## config.mk

```make
export PLATFORM = sky130hd
export DESIGN_NAME = source_text_tokenizer
export DESIGN_NICKNAME = d
export VERILOG_FILES = /design/src/hdl/stt_pkg.sv /design/src/hdl/stt_front.sv /design/src/hdl/stt_back.sv /design/src/hdl/source_text_tokenizer.sv
export SDC_FILE = /design/constraint.sdc
export NUM_CORES = 1
export LEC_CHECK = 0
export BUFFER_PORTS_ARGS = -buffer_cell sky130_fd_sc_hd__buf_2
export CORE_MARGIN = 4
export CORE_UTILIZATION = 35
export DETAILED_ROUTE_END_ITERATION = 10
export GPL_ROUTABILITY_DRIVEN = 0
export SETUP_SLACK_MARGIN = 0.3
export SLEW_MARGIN = 0
export SYNTH_ARGS = -nofsm -noshare
export SYNTH_HDL_FRONTEND = slang
export SYNTH_SLANG_ARGS = --single-unit
```

## constraint.sdc

```tcl
create_clock -name clk -period 19.25 [get_ports clk]
set_input_delay 0.9625 -clock clk [delete_from_list [all_inputs] [get_ports clk]]
set_output_delay 0.9625 -clock clk [all_outputs]
set_load 0.02 [all_outputs]
```

## src/hdl/stt_pkg.sv

```systemverilog
// stt_pkg: shared types and constants of the source text tokenizer.
// Used by stt_front, stt_back and source_text_tokenizer; no dependencies.
`timescale 1ns / 1ps

package stt_pkg;

	localparam int POSITION_BITS_DEF = 16;
	localparam int QDEPTH = 4;

	localparam logic [1:0] KIND_WORD   = 2'd0;
	localparam logic [1:0] KIND_NUMBER = 2'd1;
	localparam logic [1:0] KIND_STRING = 2'd2;

	localparam logic [1:0] ERR_NONE      = 2'd0;
	localparam logic [1:0] ERR_NEWLINE   = 2'd1;
	localparam logic [1:0] ERR_UNTERM    = 2'd2;
	localparam logic [1:0] ERR_ESC_RANGE = 2'd3;

	localparam logic [7:0] CH_TAB   = 8'h09;
	localparam logic [7:0] CH_LF    = 8'h0A;
	localparam logic [7:0] CH_CR    = 8'h0D;
	localparam logic [7:0] CH_SP    = 8'h20;
	localparam logic [7:0] CH_QUOTE = 8'h22;
	localparam logic [7:0] CH_STAR  = 8'h2A;
	localparam logic [7:0] CH_PLUS  = 8'h2B;
	localparam logic [7:0] CH_MINUS = 8'h2D;
	localparam logic [7:0] CH_0     = 8'h30;
	localparam logic [7:0] CH_9     = 8'h39;
	localparam logic [7:0] CH_BSL   = 8'h5C;
	localparam logic [7:0] CH_N     = 8'h6E;
	localparam logic [7:0] CH_R     = 8'h72;
	localparam logic [7:0] CH_T     = 8'h74;

	localparam logic [8:0] ESC_LIMIT = 9'd256;

	typedef struct packed {
		logic [7:0]  token_byte;
		logic        has_byte;
		logic [1:0]  token_kind;
		logic        token_first;
		logic        token_last;
		logic [1:0]  error_code;
		logic [15:0] token_line;
		logic [15:0] start_column;
	} item_t;

	typedef struct packed {
		logic [1:0] cnt;
		item_t      item0;
		item_t      item1;
	} wr_t;

endpackage

```

## src/hdl/stt_front.sv

```systemverilog
// stt_front: accepts source bytes, runs the scan state machine and
// produces up to two result items per byte. Depends on stt_pkg.
`timescale 1ns / 1ps

module stt_front #(
	parameter int POSITION_BITS = stt_pkg::POSITION_BITS_DEF
) (
	input  logic         clk,
	input  logic         arst_n,
	input  logic         in_valid,
	output logic         in_stall,
	input  logic [7:0]   source_byte,
	input  logic         end_of_source,
	input  logic         room,
	output stt_pkg::wr_t wr
);
	import stt_pkg::*;

	typedef enum logic [3:0] {
		M_IDLE, M_WORD, M_STR_OPEN, M_STR, M_STR_ESC, M_STR_NUM, M_ML_LEAD,
		M_ML, M_ML_STAR, M_ML_ESC, M_ML_NUM, M_ML_INDENT, M_HALT
	} mode_t;

	typedef enum logic [1:0] {OP_PUSH, OP_CLOSE, OP_FAIL} op_code_t;

	typedef struct packed {
		op_code_t   code;
		logic [7:0] arg;
	} op_t;

	typedef struct packed {
		logic [7:0] ch;
		logic       vld;
		logic [1:0] cnt;
	} tok_t;

	typedef struct packed {
		logic [7:0] ch;
		logic       has;
		logic       first;
		logic       last;
		logic [1:0] err;
	} em_t;

	localparam logic [POSITION_BITS-1:0] POS_ONE = POSITION_BITS'(1);
	localparam logic [POSITION_BITS-1:0] POS_MAX = '1;

	function automatic logic is_space(input logic [7:0] c);
		return c inside {CH_SP, CH_TAB, CH_LF};
	endfunction

	function automatic logic is_digit(input logic [7:0] c);
		return c inside {[CH_0:CH_9]};
	endfunction

	function automatic logic [7:0] escape_char(input logic [7:0] c);
		case (c)
			CH_N:    return CH_LF;
			CH_R:    return CH_CR;
			CH_T:    return CH_TAB;
			default: return c;
		endcase
	endfunction

	function automatic logic [15:0] cap16(input logic [POSITION_BITS-1:0] v);
		logic [31:0] w;
		w = 32'(v);
		return (w > 32'd65535) ? 16'hFFFF : w[15:0];
	endfunction

	function automatic op_t mk(input op_code_t code, input logic [7:0] arg);
		op_t o;
		o.code = code;
		o.arg  = arg;
		return o;
	endfunction

	mode_t                    mode_q, mode_n;
	tok_t                     tok_q, t;
	logic [8:0]               esc_q, esc_n;
	logic [1:0]               kind_q, kind_n, em_kind;
	logic [POSITION_BITS-1:0] indent_q, indent_n;
	logic [POSITION_BITS-1:0] line_q, line_n, col_q, col_n;
	logic [POSITION_BITS-1:0] tl_q, tl_n, tc_q, tc_n;
	logic                     acc;
	logic                     run_str, run_ml;
	logic [11:0]              dig;
	logic [1:0]               nop, ne;
	op_t                      op [2];
	em_t                      em [2];
	logic [7:0]               c;

	assign c        = source_byte;
	assign in_stall = !room;
	assign acc      = in_valid && room;
	assign dig      = 12'(esc_q) * 12'd10 + 12'(c[3:0]);

	always_comb begin
		mode_n   = mode_q;
		t        = tok_q;
		esc_n    = esc_q;
		kind_n   = kind_q;
		indent_n = indent_q;
		line_n   = line_q;
		col_n    = col_q;
		tl_n     = tl_q;
		tc_n     = tc_q;
		run_str  = 1'b0;
		run_ml   = 1'b0;
		nop      = 2'd0;
		ne       = 2'd0;
		op[0]    = '0;
		op[1]    = '0;
		em[0]    = '0;
		em[1]    = '0;

		if (end_of_source) begin
			case (mode_q)
				M_WORD, M_ML_LEAD, M_ML, M_ML_ESC, M_ML_INDENT: begin
					op[0] = mk(OP_CLOSE, 8'd0);
					nop = 2'd1;
				end
				M_STR_OPEN, M_STR, M_STR_ESC: begin
					op[0] = mk(OP_FAIL, 8'(ERR_UNTERM));
					nop = 2'd1;
				end
				M_STR_NUM: begin
					op[0] = mk(OP_FAIL, (esc_q >= ESC_LIMIT) ? 8'(ERR_ESC_RANGE) : 8'(ERR_UNTERM));
					nop = 2'd1;
				end
				M_ML_STAR: begin
					op[0] = mk(OP_PUSH, CH_STAR);
					op[1] = mk(OP_CLOSE, 8'd0);
					nop = 2'd2;
				end
				M_ML_NUM: begin
					if (esc_q >= ESC_LIMIT) begin
						op[0] = mk(OP_FAIL, 8'(ERR_ESC_RANGE));
						nop = 2'd1;
					end else begin
						op[0] = mk(OP_PUSH, esc_q[7:0]);
						op[1] = mk(OP_CLOSE, 8'd0);
						nop = 2'd2;
					end
				end
				default: ;
			endcase
		end else begin
			case (mode_q)
				M_IDLE: begin
					if (!is_space(c)) begin
						tl_n  = line_q;
						tc_n  = col_q;
						t     = '0;
						esc_n = '0;
						if (c == CH_QUOTE) begin
							kind_n = KIND_STRING;
							mode_n = M_STR_OPEN;
						end else begin
							kind_n = is_digit(c) ? KIND_NUMBER : KIND_WORD;
							t.ch   = c;
							t.vld  = 1'b1;
							t.cnt  = 2'd1;
							mode_n = M_WORD;
						end
					end
				end
				M_WORD: begin
					if (is_space(c)) begin
						op[0] = mk(OP_CLOSE, 8'd0);
						nop = 2'd1;
					end else begin
						if (tok_q.cnt == 2'd1 && (tok_q.ch == CH_MINUS || tok_q.ch == CH_PLUS)
								&& is_digit(c))
							kind_n = KIND_NUMBER;
						op[0] = mk(OP_PUSH, c);
						nop = 2'd1;
					end
				end
				M_STR_OPEN: begin
					if (c == CH_STAR) begin
						mode_n = M_ML_LEAD;
					end else begin
						mode_n  = M_STR;
						run_str = 1'b1;
					end
				end
				M_STR: run_str = 1'b1;
				M_STR_ESC, M_ML_ESC: begin
					if (c == CH_0) begin
						esc_n  = '0;
						mode_n = (mode_q == M_STR_ESC) ? M_STR_NUM : M_ML_NUM;
					end else begin
						op[0]  = mk(OP_PUSH, escape_char(c));
						nop    = 2'd1;
						mode_n = (mode_q == M_STR_ESC) ? M_STR : M_ML;
					end
				end
				M_STR_NUM, M_ML_NUM: begin
					if (is_digit(c)) begin
						esc_n = (dig > 12'(ESC_LIMIT)) ? ESC_LIMIT : dig[8:0];
					end else if (esc_q >= ESC_LIMIT) begin
						op[0] = mk(OP_FAIL, 8'(ERR_ESC_RANGE));
						nop = 2'd1;
					end else begin
						op[0] = mk(OP_PUSH, esc_q[7:0]);
						nop = 2'd1;
						if (mode_q == M_STR_NUM) begin
							mode_n  = M_STR;
							run_str = 1'b1;
						end else begin
							mode_n = M_ML;
							run_ml = 1'b1;
						end
					end
				end
				M_ML_LEAD: begin
					if (!is_space(c)) begin
						indent_n = col_q;
						mode_n   = M_ML;
						run_ml   = 1'b1;
					end
				end
				M_ML: run_ml = 1'b1;
				M_ML_STAR: begin
					if (c == CH_QUOTE) begin
						op[0] = mk(OP_CLOSE, 8'd0);
						nop = 2'd1;
					end else begin
						op[0]  = mk(OP_PUSH, CH_STAR);
						nop    = 2'd1;
						mode_n = M_ML;
						run_ml = 1'b1;
					end
				end
				M_ML_INDENT: begin
					if (is_space(c) && col_q < indent_q) begin
						if (c == CH_LF) begin
							op[0] = mk(OP_PUSH, CH_LF);
							nop = 2'd1;
						end
					end else begin
						mode_n = M_ML;
						run_ml = 1'b1;
					end
				end
				default: ;
			endcase

			if (run_str) begin
				if (c == CH_QUOTE) begin
					op[nop[0]] = mk(OP_CLOSE, 8'd0);
					nop = nop + 2'd1;
				end else if (c == CH_LF) begin
					op[nop[0]] = mk(OP_FAIL, 8'(ERR_NEWLINE));
					nop = nop + 2'd1;
				end else if (c == CH_BSL) begin
					mode_n = M_STR_ESC;
				end else begin
					op[nop[0]] = mk(OP_PUSH, c);
					nop = nop + 2'd1;
				end
			end
			if (run_ml) begin
				if (c == CH_STAR) begin
					mode_n = M_ML_STAR;
				end else if (c == CH_BSL) begin
					mode_n = M_ML_ESC;
				end else begin
					op[nop[0]] = mk(OP_PUSH, c);
					nop = nop + 2'd1;
					if (c == CH_LF)
						mode_n = M_ML_INDENT;
				end
			end
		end

		for (int i = 0; i < 2; i++) begin
			if (2'(i) < nop) begin
				case (op[i].code)
					OP_PUSH: begin
						if (t.vld) begin
							em[ne[0]] = '{t.ch, 1'b1, t.cnt == 2'd1, 1'b0, ERR_NONE};
							ne = ne + 2'd1;
							t.cnt = 2'd2;
						end else begin
							t.cnt = 2'd1;
						end
						t.ch  = op[i].arg;
						t.vld = 1'b1;
					end
					OP_CLOSE: begin
						if (t.vld)
							em[ne[0]] = '{t.ch, 1'b1, t.cnt == 2'd1, 1'b1, ERR_NONE};
						else
							em[ne[0]] = '{8'd0, 1'b0, 1'b1, 1'b1, ERR_NONE};
						ne     = ne + 2'd1;
						t      = '0;
						esc_n  = '0;
						mode_n = M_IDLE;
					end
					OP_FAIL: begin
						kind_n    = KIND_STRING;
						em[ne[0]] = '{8'd0, 1'b0, t.cnt < 2'd2, 1'b1, op[i].arg[1:0]};
						ne        = ne + 2'd1;
						t         = '0;
						esc_n     = '0;
						mode_n    = M_HALT;
					end
					default: ;
				endcase
			end
		end

		em_kind = kind_n;

		if (end_of_source) begin
			mode_n   = M_IDLE;
			kind_n   = KIND_WORD;
			t        = '0;
			esc_n    = '0;
			indent_n = '0;
			line_n   = POS_ONE;
			col_n    = POS_ONE;
			tl_n     = POS_ONE;
			tc_n     = POS_ONE;
		end else if (c == CH_LF) begin
			if (line_q != POS_MAX)
				line_n = line_q + POS_ONE;
			col_n = POS_ONE;
		end else if (col_q != POS_MAX) begin
			col_n = col_q + POS_ONE;
		end
	end

	always_comb begin
		wr.cnt   = acc ? ne : 2'd0;
		wr.item0 = '{em[0].ch, em[0].has, em_kind, em[0].first, em[0].last, em[0].err,
			cap16(tl_q), cap16(tc_q)};
		wr.item1 = '{em[1].ch, em[1].has, em_kind, em[1].first, em[1].last, em[1].err,
			cap16(tl_q), cap16(tc_q)};
	end

	always_ff @(posedge clk or negedge arst_n) begin
		if (!arst_n) begin
			mode_q   <= M_IDLE;
			tok_q    <= '0;
			esc_q    <= '0;
			kind_q   <= KIND_WORD;
			indent_q <= '0;
			line_q   <= POS_ONE;
			col_q    <= POS_ONE;
			tl_q     <= POS_ONE;
			tc_q     <= POS_ONE;
		end else if (acc) begin
			mode_q   <= mode_n;
			tok_q    <= t;
			esc_q    <= esc_n;
			kind_q   <= kind_n;
			indent_q <= indent_n;
			line_q   <= line_n;
			col_q    <= col_n;
			tl_q     <= tl_n;
			tc_q     <= tc_n;
		end
	end

endmodule

```

## src/hdl/stt_back.sv

```systemverilog
// stt_back: result queue (up to two writes, one read per cycle while the output
// is not stalled) and output register. Depends on stt_pkg.
`timescale 1ns / 1ps

module stt_back (
	input  logic           clk,
	input  logic           arst_n,
	input  stt_pkg::wr_t   wr,
	output logic           room,
	output logic           out_valid,
	input  logic           out_stall,
	output stt_pkg::item_t out_item
);
	import stt_pkg::*;

	localparam int AW = $clog2(QDEPTH);

	item_t         mem [QDEPTH];
	logic [AW-1:0] wr_ptr_q, rd_ptr_q;
	logic [AW:0]   cnt_q;
	logic          out_valid_q;
	item_t         out_q;
	logic          pop;

	assign pop       = (cnt_q != '0) && (!out_valid_q || !out_stall);
	assign room      = cnt_q <= (AW + 1)'(QDEPTH - 2);
	assign out_valid = out_valid_q;
	assign out_item  = out_q;

	always_ff @(posedge clk or negedge arst_n) begin
		if (!arst_n) begin
			wr_ptr_q    <= '0;
			rd_ptr_q    <= '0;
			cnt_q       <= '0;
			out_valid_q <= 1'b0;
		end else begin
			wr_ptr_q <= wr_ptr_q + AW'(wr.cnt);
			if (pop)
				rd_ptr_q <= rd_ptr_q + 1'b1;
			cnt_q <= cnt_q + (AW + 1)'(wr.cnt) - (AW + 1)'(pop);
			if (pop)
				out_valid_q <= 1'b1;
			else if (!out_stall)
				out_valid_q <= 1'b0;
		end
	end

	always_ff @(posedge clk) begin
		if (wr.cnt != 2'd0)
			mem[wr_ptr_q] <= wr.item0;
		if (wr.cnt == 2'd2)
			mem[wr_ptr_q + 1'b1] <= wr.item1;
		if (pop)
			out_q <= mem[rd_ptr_q];
	end

endmodule

```

## src/hdl/source_text_tokenizer.sv

```systemverilog
// Channel  | handshake            | payload
// input    | in_valid / in_stall  | source_byte, end_of_source
// output   | out_valid / out_stall| token_byte, has_byte, token_kind, token_first,
//          |                      | token_last, error_code, token_line, start_column
//
// One source byte is taken per cycle while in_stall is low; each byte yields zero
// to two result items. The output register drains one item per cycle while
// out_stall is low, from a four-entry queue; the first result of a byte is written
// to the queue and then loaded into the output register before it is valid.
// arst_n clears all control state (queue and output data are not reset); no clearing pass is needed.
// in_stall rises while fewer than two queue entries are free.
//
// Top level: stt_front feeding stt_back; depends on stt_pkg.
`timescale 1ns / 1ps

module source_text_tokenizer #(
	parameter int POSITION_BITS = stt_pkg::POSITION_BITS_DEF
) (
	input  logic        clk,
	input  logic        arst_n,
	input  logic        in_valid,
	output logic        in_stall,
	input  logic [7:0]  source_byte,
	input  logic        end_of_source,
	output logic        out_valid,
	input  logic        out_stall,
	output logic [7:0]  token_byte,
	output logic        has_byte,
	output logic [1:0]  token_kind,
	output logic        token_first,
	output logic        token_last,
	output logic [1:0]  error_code,
	output logic [15:0] token_line,
	output logic [15:0] start_column
);
	import stt_pkg::*;

	wr_t   wr;
	logic  room;
	item_t item;

	stt_front #(
		.POSITION_BITS(POSITION_BITS)
	) u_front (
		.clk          (clk),
		.arst_n       (arst_n),
		.in_valid     (in_valid),
		.in_stall     (in_stall),
		.source_byte  (source_byte),
		.end_of_source(end_of_source),
		.room         (room),
		.wr           (wr)
	);

	stt_back u_back (
		.clk      (clk),
		.arst_n   (arst_n),
		.wr       (wr),
		.room     (room),
		.out_valid(out_valid),
		.out_stall(out_stall),
		.out_item (item)
	);

	assign token_byte   = item.token_byte;
	assign has_byte     = item.has_byte;
	assign token_kind   = item.token_kind;
	assign token_first  = item.token_first;
	assign token_last   = item.token_last;
	assign error_code   = item.error_code;
	assign token_line   = item.token_line;
	assign start_column = item.start_column;

endmodule
```

* After elaboration in Yosys (flattened, before gate mapping) *
Memory sizes are Yosys's and may differ from the RTL's. A register that Yosys moved wholly into a read port is not among the register bits.
Cells that the tools add are included.

word-level totals
  bits in read-only memories = 0
  memories kept = 1
  latch bits = 0
  bits in registers = 114
  memory bits (writable) = 188
  output and inout port bits = 49
  logic and storage cells = 288

memory list
  name        words  bits a word  rd ports  clocked after memory_dff  write ports  line            RTL
  u_back.mem  4      47           1         1                         2            stt_back.sv:18  item_t mem [QDEPTH];

operators by class
  div/mod/pow operators = 0
  reduce and logical (&&, ||, !) cells = 37
  bitwise operators = 12
  multipliers = 1
  $lt $le $gt $ge = 16
  shifts and indexed selects = 0
  equal/unequal tests = 35
  mux-type cells = 160
  add/subtract/negate cells = 11

operators by type and width
  operator                                              number
  two-way mux 16 bit                                    14
  two-way mux 20 bit                                    9
  two-way mux 9 bit                                     12
  one-hot mux 10 bit (5 select lines)                   2
  two-way mux 4 bit                                     21
  bitwise mux 26 bit                                    3
  two-way mux 26 bit                                    3
  one-hot mux 26 bit (3 select lines)                   1
  two-way mux 11 bit                                    7
  two-way mux 10 bit                                    6
  two-way mux 2 bit                                     29
  two-way mux 13 bit                                    4
  equality test 8 x 6 -> 1 bit (second input constant)  6
  one-hot mux 11 bit (2 select lines)                   2
  bitwise mux 20 bit                                    2
  one-hot mux 13 bit (3 select lines)                   1
  adder 16 x 1 -> 16 bit (second input constant)        2
  equality test 8 x 7 -> 1 bit (second input constant)  4
  != test 16 bit (second input constant)                2
  one-hot mux 4 bit (7 select lines)                    1
  one-hot mux 9 bit (3 select lines)                    1
  two-way mux 1 bit                                     24
  one-hot mux 8 bit (3 select lines)                    1
  AND 22 bit                                            1
  57 further kinds                                      114

* Longest topological paths before layout *
Gate-level depths: netlist of run 1.

  word-level depth = 36
  mapped depth = 25
  gate-level depth less buffers = 24

* Modules after synthesis *
From an unflattened synthesis of run 1, not the netlist that was laid out.

unflattened totals
  cells, all modules = 1550
  area, all modules = 19336.0 um2

by module, submodules not included
  module     sequential area each (um2)  area an instance (um2)  times used  cells an instance
  stt_back   7257.0                      10930.5                 1           545
  stt_front  2657.5                      8405.6                  1           1005

* Worst setup path after synthesis of run 1 *
Ideal clock, no wire load.

  path type = in2reg
  start point = input port source_byte[7]
  end point = memory u_back.mem[3][0] in the netlist's numbering (enable)
  stages = 18
  path slack = 12004 ps
  setup time = 457 ps
  data arrival time = 6789 ps
  path buffers = 3
  path through = clkbuf_2 > or4b_4 > nor3_1 > a221oi_1 > a21oi_1 > inv_1 > ha_1 > clkbuf_1 > inv_1 > o31a_1 > nand2b_1 > clkbuf_1 > inv_1 > ha_1 > and2_1 > nor4_4 > mux2i_1 > nor2b_1

RTL lines
  item             line                         RTL
  start, declared  source_text_tokenizer.sv:23  input logic [7:0] source_byte,
  end, declared    stt_back.sv:18

==> results of run 1 <==
power by group through the flow:
stage | clock network (mW) | logic (mW) | registers, mW
floorplan | 0 | 0.586 | 1.06
global placement | 0 | 0.841 | 1.06
detailed placement | 0 | 0.845 | 1.06
CTS | 0.793 | 0.848 | 1.05
global route | 0.824 | 0.927 | 1.07
finish | 0.774 | 0.852 | 1.05
critical path: cells and delay by family (launching register included):
family / cells / cell delay [ns]
buf+inv: 3 / 0.75
compound gates: 4 / 1.69
fa+ha+maj: 2 / 0.52
flops: 1 / 0.92
simple gates: 8 / 2.83
layout make-up:
type,count,area (um^2)
clock inverters,19,294
well taps,672,841
repair buffers,83,473
inverters,51,191
fillers,4674,30100
flip-flops and latches,349,9920
multi-input cells,970,7360
clock buffers,51,1030
kinds of logic (layout without fill, tap and decap cells):
kind of cell,after synthesis,after routing,share of synthesized area (%)
compound gates,342,342,13.6
mux,109,109,9.48
xor+xnor,35,35,1.73
simple gates,430,430,12.4
flops,349,349,55.9
fa+ha+maj,54,54,3.94
buf+inv,126,204,2.91
flip-flops by register name, indices dropped and copies added (netlist names), 3 cells and up:
| register | flops |
|---|---|
| u_back.mem | 188 |
| u_back.out_item | 47 |
| u_front.col_q | 16 |
| u_front.indent_q | 16 |
| u_front.line_q | 16 |
| u_front.tc_q | 16 |
| u_front.tl_q | 16 |
| u_front.tok_q | 11 |
| u_front.esc_q | 9 |
| u_front.mode_q | 4 |
| u_back.cnt_q | 3 |
metrics by stage:
step | total power, mW | hold slack (ns)
floorplan | 1.65 | 0.455
global placement | 1.90 | 0.480
detailed placement | 1.91 | 0.491
CTS | 2.69 | 0.379
global route | 2.82 | 0.405
finish | 2.67 | 0.387
synth_stat cells, types with 14 or more instances:
cell type | number | area share (%)
xor2_1 | 21 | 1.0
mux4_2 | 47 | 6.0
xnor2_1 | 14 | 0.69
nand3_1 | 27 | 0.76
ha_1 | 51 | 3.6
nand4_1 | 29 | 1.0
nor2_1 | 97 | 2.1
and3_1 | 17 | 0.60
o21ai_0 | 71 | 2.0
edfxtp_1 | 235 | 40
a22oi_1 | 15 | 0.63
inv_1 | 49 | 1.0
clkbuf_1 | 52 | 1.1
nand2b_1 | 17 | 0.60
mux2i_1 | 60 | 3.4
nor3_1 | 27 | 0.76
a31oi_1 | 15 | 0.53
dfrtp_1 | 110 | 16
nand2_1 | 129 | 2.7
a22o_1 | 45 | 2.2
nor2b_1 | 14 | 0.49
a21oi_1 | 58 | 1.6
path summary, 6_finish.rpt:
path | from | cells after the start | slack (ns) | endpoint
max | u_front.mode_q[1] | 17 | 12.14 | u_back.mem[2][42]
min | arst_n | 1 | 0.39 | u_back.rd_ptr_q[0]
max reg2reg | u_front.mode_q[1] | 17 | 12.14 | u_back.mem[2][42]
min reg2reg | u_front.tl_q[0] | 2 | 0.51 | u_front.tl_q[0]
max in group asynchronous | arst_n | 2 | 17.40 | u_front.indent_q[1]
min in group clk | u_front.tl_q[0] | 2 | 0.51 | u_front.tl_q[0]
cells in the final DEF (no fill, tap or decap), types with 8 or more instances in the layout:
master       n
edfxtp_1   235
nand2_1    127
dfrtp_1    108
nor2_1      96
o21ai_0     71
mux2i_1     60
buf_2       60
a21oi_1     57
ha_1        51
inv_1       49
mux4_2      47
a22o_1      45
clkbuf_16   39
nand4_1     29
nand3_1     27
nor3_1      26
buf_4       23
xor2_1      21
nand2b_1    17
and3_1      17
a31oi_1     15
a22oi_1     15
xnor2_1     14
nor2b_1     13
a21o_1      13
o22ai_1     11
clkbuf_1    11
nor4_1      10
a32oi_1      9
and2_1       9
a211oi_1     8
o31ai_1      8
per-layer routing:
metal  vias to the layer above  routed length (um)  share of wire (%)  track usage (%)
met1                      6118               19900                 45             23.4
met2                       448               20100                 45             25.1
li1                       5683                   -                  -                -
met5                         -                   0                  0                0
met4                         0                1290                2.9             5.19
met3                        87                2900                6.6             2.68
==> results.json, run 1 <==
{
  "status": "finished clean",
  "fin_util_pct": 40.1,
  "postPlaceCellArea_um2": 18800,
  "peakVddDrop_mv": 0.0647,
  "post-cts-setup-buffer-count": 0,
  "period_needed_ns": 7.11,
  "fin_cells": 2195,
  "drtPass1Iterations": 5,
  "worst_ep_arrival_time_ns": 7.30,
  "start_kind": "flip-flop",
  "antenna_found_initial": 0,
  "synthToLayoutAreaGrowth_pct": 13.4,
  "die_h_um": 233,
  "p_sw_mw": 0.931,
  "grt_pass1_vias": 12103,
  "htree_levels": 2,
  "crit_type": "reg -> reg",
  "syn_inst": 1445,
  "crit_chain": "nor2b_1, a22o_1, a211o_1, nand2b_1, ha_1, inv_1, a211o_1, and3_1, a31oi_2, nand2b_1, inv_1, ha_1, and2_1, nor4_4, nand3b_2, nand2_2, buf_4",
  "portBuffers": 61,
  "via_per_inst": 5.62,
  "start_util_pct": 35.4,
  "fin_nets": 1560,
  "grt_max_degree": 81,
  "synth-edff-count": 235,
  "ys_async_sr_fraction_pct": 32.7,
  "io_pins": 62,
  "pre_cts_slack_ns": 11.79,
  "cts.repair.resized": 0,
  "slowest_delay_ns": 0.92,
  "clk_pin_slew_ns": 0.06,
  "ant_nets": 0,
  "clock_sinks": 349,
  "root_buffer": "clkbuf_16",
  "cap_viol_max_count": 0,
  "synth_seq_cells": 349,
  "numCtsBuffers": 38,
  "power_frac_clock_pct": 28.9,
  "seq_area_frac_synth_pct": 55.9,
  "synth_cell_type_count": 98,
  "power.density_nw_per_um2": 133,
  "wl_per_cell_um": 20.1,
  "min-delay-path-class": "in -> async",
  "period_share_pct": 36.9,
  "hold_viol_final": 0,
  "postSynthAreaPerCell_um2": 12.3,
  "wl_mm": 44.2,
  "crit_fanout": 32,
  "clockBufferDepth": 3,
  "die_width_um": 233,
  "slew_viol_final": 0,
  "max_freq_ghz": 0.141,
  "final_cell_area_um2": 20100,
  "drive_above_1_share_pct": 15.7,
  "rsz0062_at_grt": "false",
  "skew_ns": 0.0135,
  "drtIter0Drc": 1162,
  "ys_warn_count": 0,
  "row_count": 82,
  "cp-end-kind": "flip-flop",
  "syn_area_um2": 17700,
  "cts_tree": "yes",
  "gr-total-overflow": 0,
  "maxSlewHeadroom_pct": 25.3,
  "core_area_um2": 50200,
  "dr_total_vias": 12336,
  "internal_power_mw": 1.74,
  "combPwrFrac_pct": 31.9,
  "synth_nets": 1512,
  "fin_ws_ns": 12.14,
  "grt_usage_pct": 16.2,
  "grt_pass1_wl_mm": 70.4,
  "remaining_drc_errors": 0,
  "worstSkewPairLatency_ns": 0.56,
  "setup_viol": 0,
  "synth-main-ff-cell": "edfxtp_1",
  "dp_cells": 2125,
  "critPathRequiredTime_ns": 19.44,
  "tns_ns": 0,
  "antenna_cells": 0,
  "swShare_pct": 34.8,
  "power_leakage_nw": 8.00,
  "cts_hold_buf": 0,
  "worst_pin_slew_ns": 1.11,
  "cp_slowest_cell": "dfrtp_1",
  "dieArea_um2": 54300,
  "pwr-share-seq_pct": 39.2,
  "dp_hpwl_mm": 30.3
}
Power figures use the tool's default switching activity.
==> inputs of run 2 (changes only) <==
clock period = 6.31 ns   (was 19.25 ns; I/O delays follow)
==> run 2 against run 1 <==
  * Highest routed layer unchanged
  * Largest power group unchanged
  * Worst setup slack got worse by 11 ns
  * Sequential cell count unchanged
  * Critical endpoint is now u_back.mem[1][24]
  * Clock power rose to 2.7 times the previous value
==> results.json, run 2 (synthesis results as in run 1) <==
{
  "status": "finished clean",
  "drtIter0Drc": 1136,
  "slew_viol_final": 0,
  "finalPower_mw": 7.91,
  "crit_start": "u_front.col_q[3]",
  "period_share_pct": 86.1,
  "power.density_nw_per_um2": 393,
  "clock_sinks": 349,
  "die_h_um": 233,
  "antenna_cells": 0,
  "skew_ns": 0.0292,
  "fin_ws_ns": 0.879,
  "critPathRequiredTime_ns": 6.52,
  "grt_pass1_vias": 12035,
  "root_buffer": "clkbuf_16",
  "htree_levels": 2,
  "drtPass1Iterations": 6,
  "worst_pin_slew_ns": 1.26,
  "holdWs_ns": 0.127,
  "cts_tree": "yes",
  "maxSlewHeadroom_pct": 15.1,
  "hold_viol_final": 0,
  "ant_nets": 0,
  "synthToLayoutAreaGrowth_pct": 13.5,
  "start_kind": "flip-flop",
  "max_freq_ghz": 0.184,
  "clk_pin_slew_ns": 0.06,
  "core_area_um2": 50200,
  "worst_ep_arrival_time_ns": 5.65,
  "n_fill_cell": 4702,
  "grt_pass1_wl_mm": 70.2,
  "start_util_pct": 35.4,
  "antenna_found_initial": 0,
  "tns_ns": 0,
  "dp_hpwl_mm": 30.1,
  "largest_reg_flops": 188,
  "pre_cts_slack_ns": 0.480,
  "crit_type": "reg -> reg",
  "grt_usage_pct": 16.2,
  "wl_per_cell_um": 20.0,
  "cp-end-kind": "flip-flop",
  "io_pins": 62,
  "wl_mm": 44.2,
  "numCtsBuffers": 38,
  "critPathCapture": "u_back.mem[1][24]",
  "fin_util_pct": 40.1,
  "worstSkewPairLatency_ns": 0.56,
  "rsz0062_at_grt": "false",
  "power_leakage_nw": 8.02,
  "drive_above_1_share_pct": 16.3,
  "row_count": 82,
  "grt_max_degree": 51,
  "crit_fanout": 47,
  "period_needed_ns": 5.43,
  "remaining_drc_errors": 0,
  "setup_viol": 0,
  "final_common_cell": "edfxtp_1",
  "layout_common_cells": "edfxtp_1, nand2_1, dfrtp_1",
  "r2r-start": "u_front.col_q[3]",
  "fin_nets": 1578,
  "regMostFlops": "u_back.mem",
  "dr_total_vias": 12343,
  "reg2reg_depth": 20,
  "peakVddDrop_mv": 0.170,
  "clockBufferDepth": 3,
  "gr-total-overflow": 0,
  "r2r-end": "u_back.mem[1][24]",
  "r2r_setup_slack_ns": 0.88,
  "portBuffers": 61,
  "die_width_um": 233,
  "dieArea_um2": 54300,
  "cap_viol_max_count": 0,
  "min-delay-path-class": "in -> reg",
  "via_per_inst": 5.58
}
-- run 2: cell count changes in the layout (fill, tap and decap cells not counted), sizes merged --
cell	before	now
dlygate4sd3	0	2
buf	83	99
bufinv	7	0
clkinvlp	1	3
clkinv	10	15
-- run 2: critical path: stages (launching register included) --
cell and delay [ns]:
dfrtp_1 0.47, ha_1 0.27, a2111o_1 0.45, a32oi_1 0.35, nand4_1 0.26, nand2b_1 0.15, ha_1 0.24, inv_1 0.07
o22ai_1 0.06, nand2_1 0.14, and3_1 0.25, a31o_2 0.32, and2_1 0.23, inv_1 0.09, ha_1 0.27, and2_1 0.18
a211oi_1 0.08, a221oi_1 0.42, mux2i_1 0.27, nor2_4 0.16, buf_12 0.29
-- run 2: routing by layer --
metal | vias up | share of wire [%] | GRT usage (%) | wire length, um
met3 | 80 | 7.3 | 3.48 | 3210
met1 | 6098 | 45 | 23.1 | 19800
met5 | - | 0 | 0 | 0
li1 | 5725 | - | - | -
met2 | 440 | 45 | 25.0 | 20000
met4 | 0 | 2.6 | 4.69 | 1150
-- run 2: layout make-up --
class	instances	area, um^2	share of cell area [%]
multi-input cells	970	7370	36.6
clock buffers	51	1050	5.22
repair buffers	101	651	3.23
clock inverters	19	115	0.572
inverters	51	191	0.951
flip-flops and latches	349	9920	49.3
well taps	672	841	4.18
-- run 2: worst min path at each step --
stage	endpoint	startpoint	depth (start not counted)
floorplan	u_back.cnt_q[0]	arst_n	0
global placement	u_front.esc_q[1]	arst_n	1
detailed placement	u_front.esc_q[1]	arst_n	1
CTS	u_front.tok_q[9]	source_byte[6]	3
global route	u_front.tok_q[9]	source_byte[6]	3
finish	u_front.tok_q[9]	source_byte[6]	3
-- run 2: stage by stage --
| step | area [um^2] | instances |
|---|---|---|
| 2_1_floorplan | 17700 | 1445 |
| 3_3_place_gp | 18900 | 2140 |
| 3_5_place_dp | 18900 | 2140 |
| 4_1_cts | 20100 | 2212 |
| 5_1_grt | 20100 | 2213 |
| 6_report | 20100 | 2213 |
-- run 2: power by group --
group	switching [mW]	internal (mW)	total, mW
clock network	0.900	1.18	2.08
logic	1.63	1.01	2.64
registers	0.304	2.89	3.19
total	2.83	5.08	7.91
-- run 2: repair_timing --
item	4_1_cts	5_1_grt
endpoints found under the setup margin	0	85
gates resized for setup	0	1
hold endpoints to repair	32	0
hold buffers	2	0
setup buffers	0	1
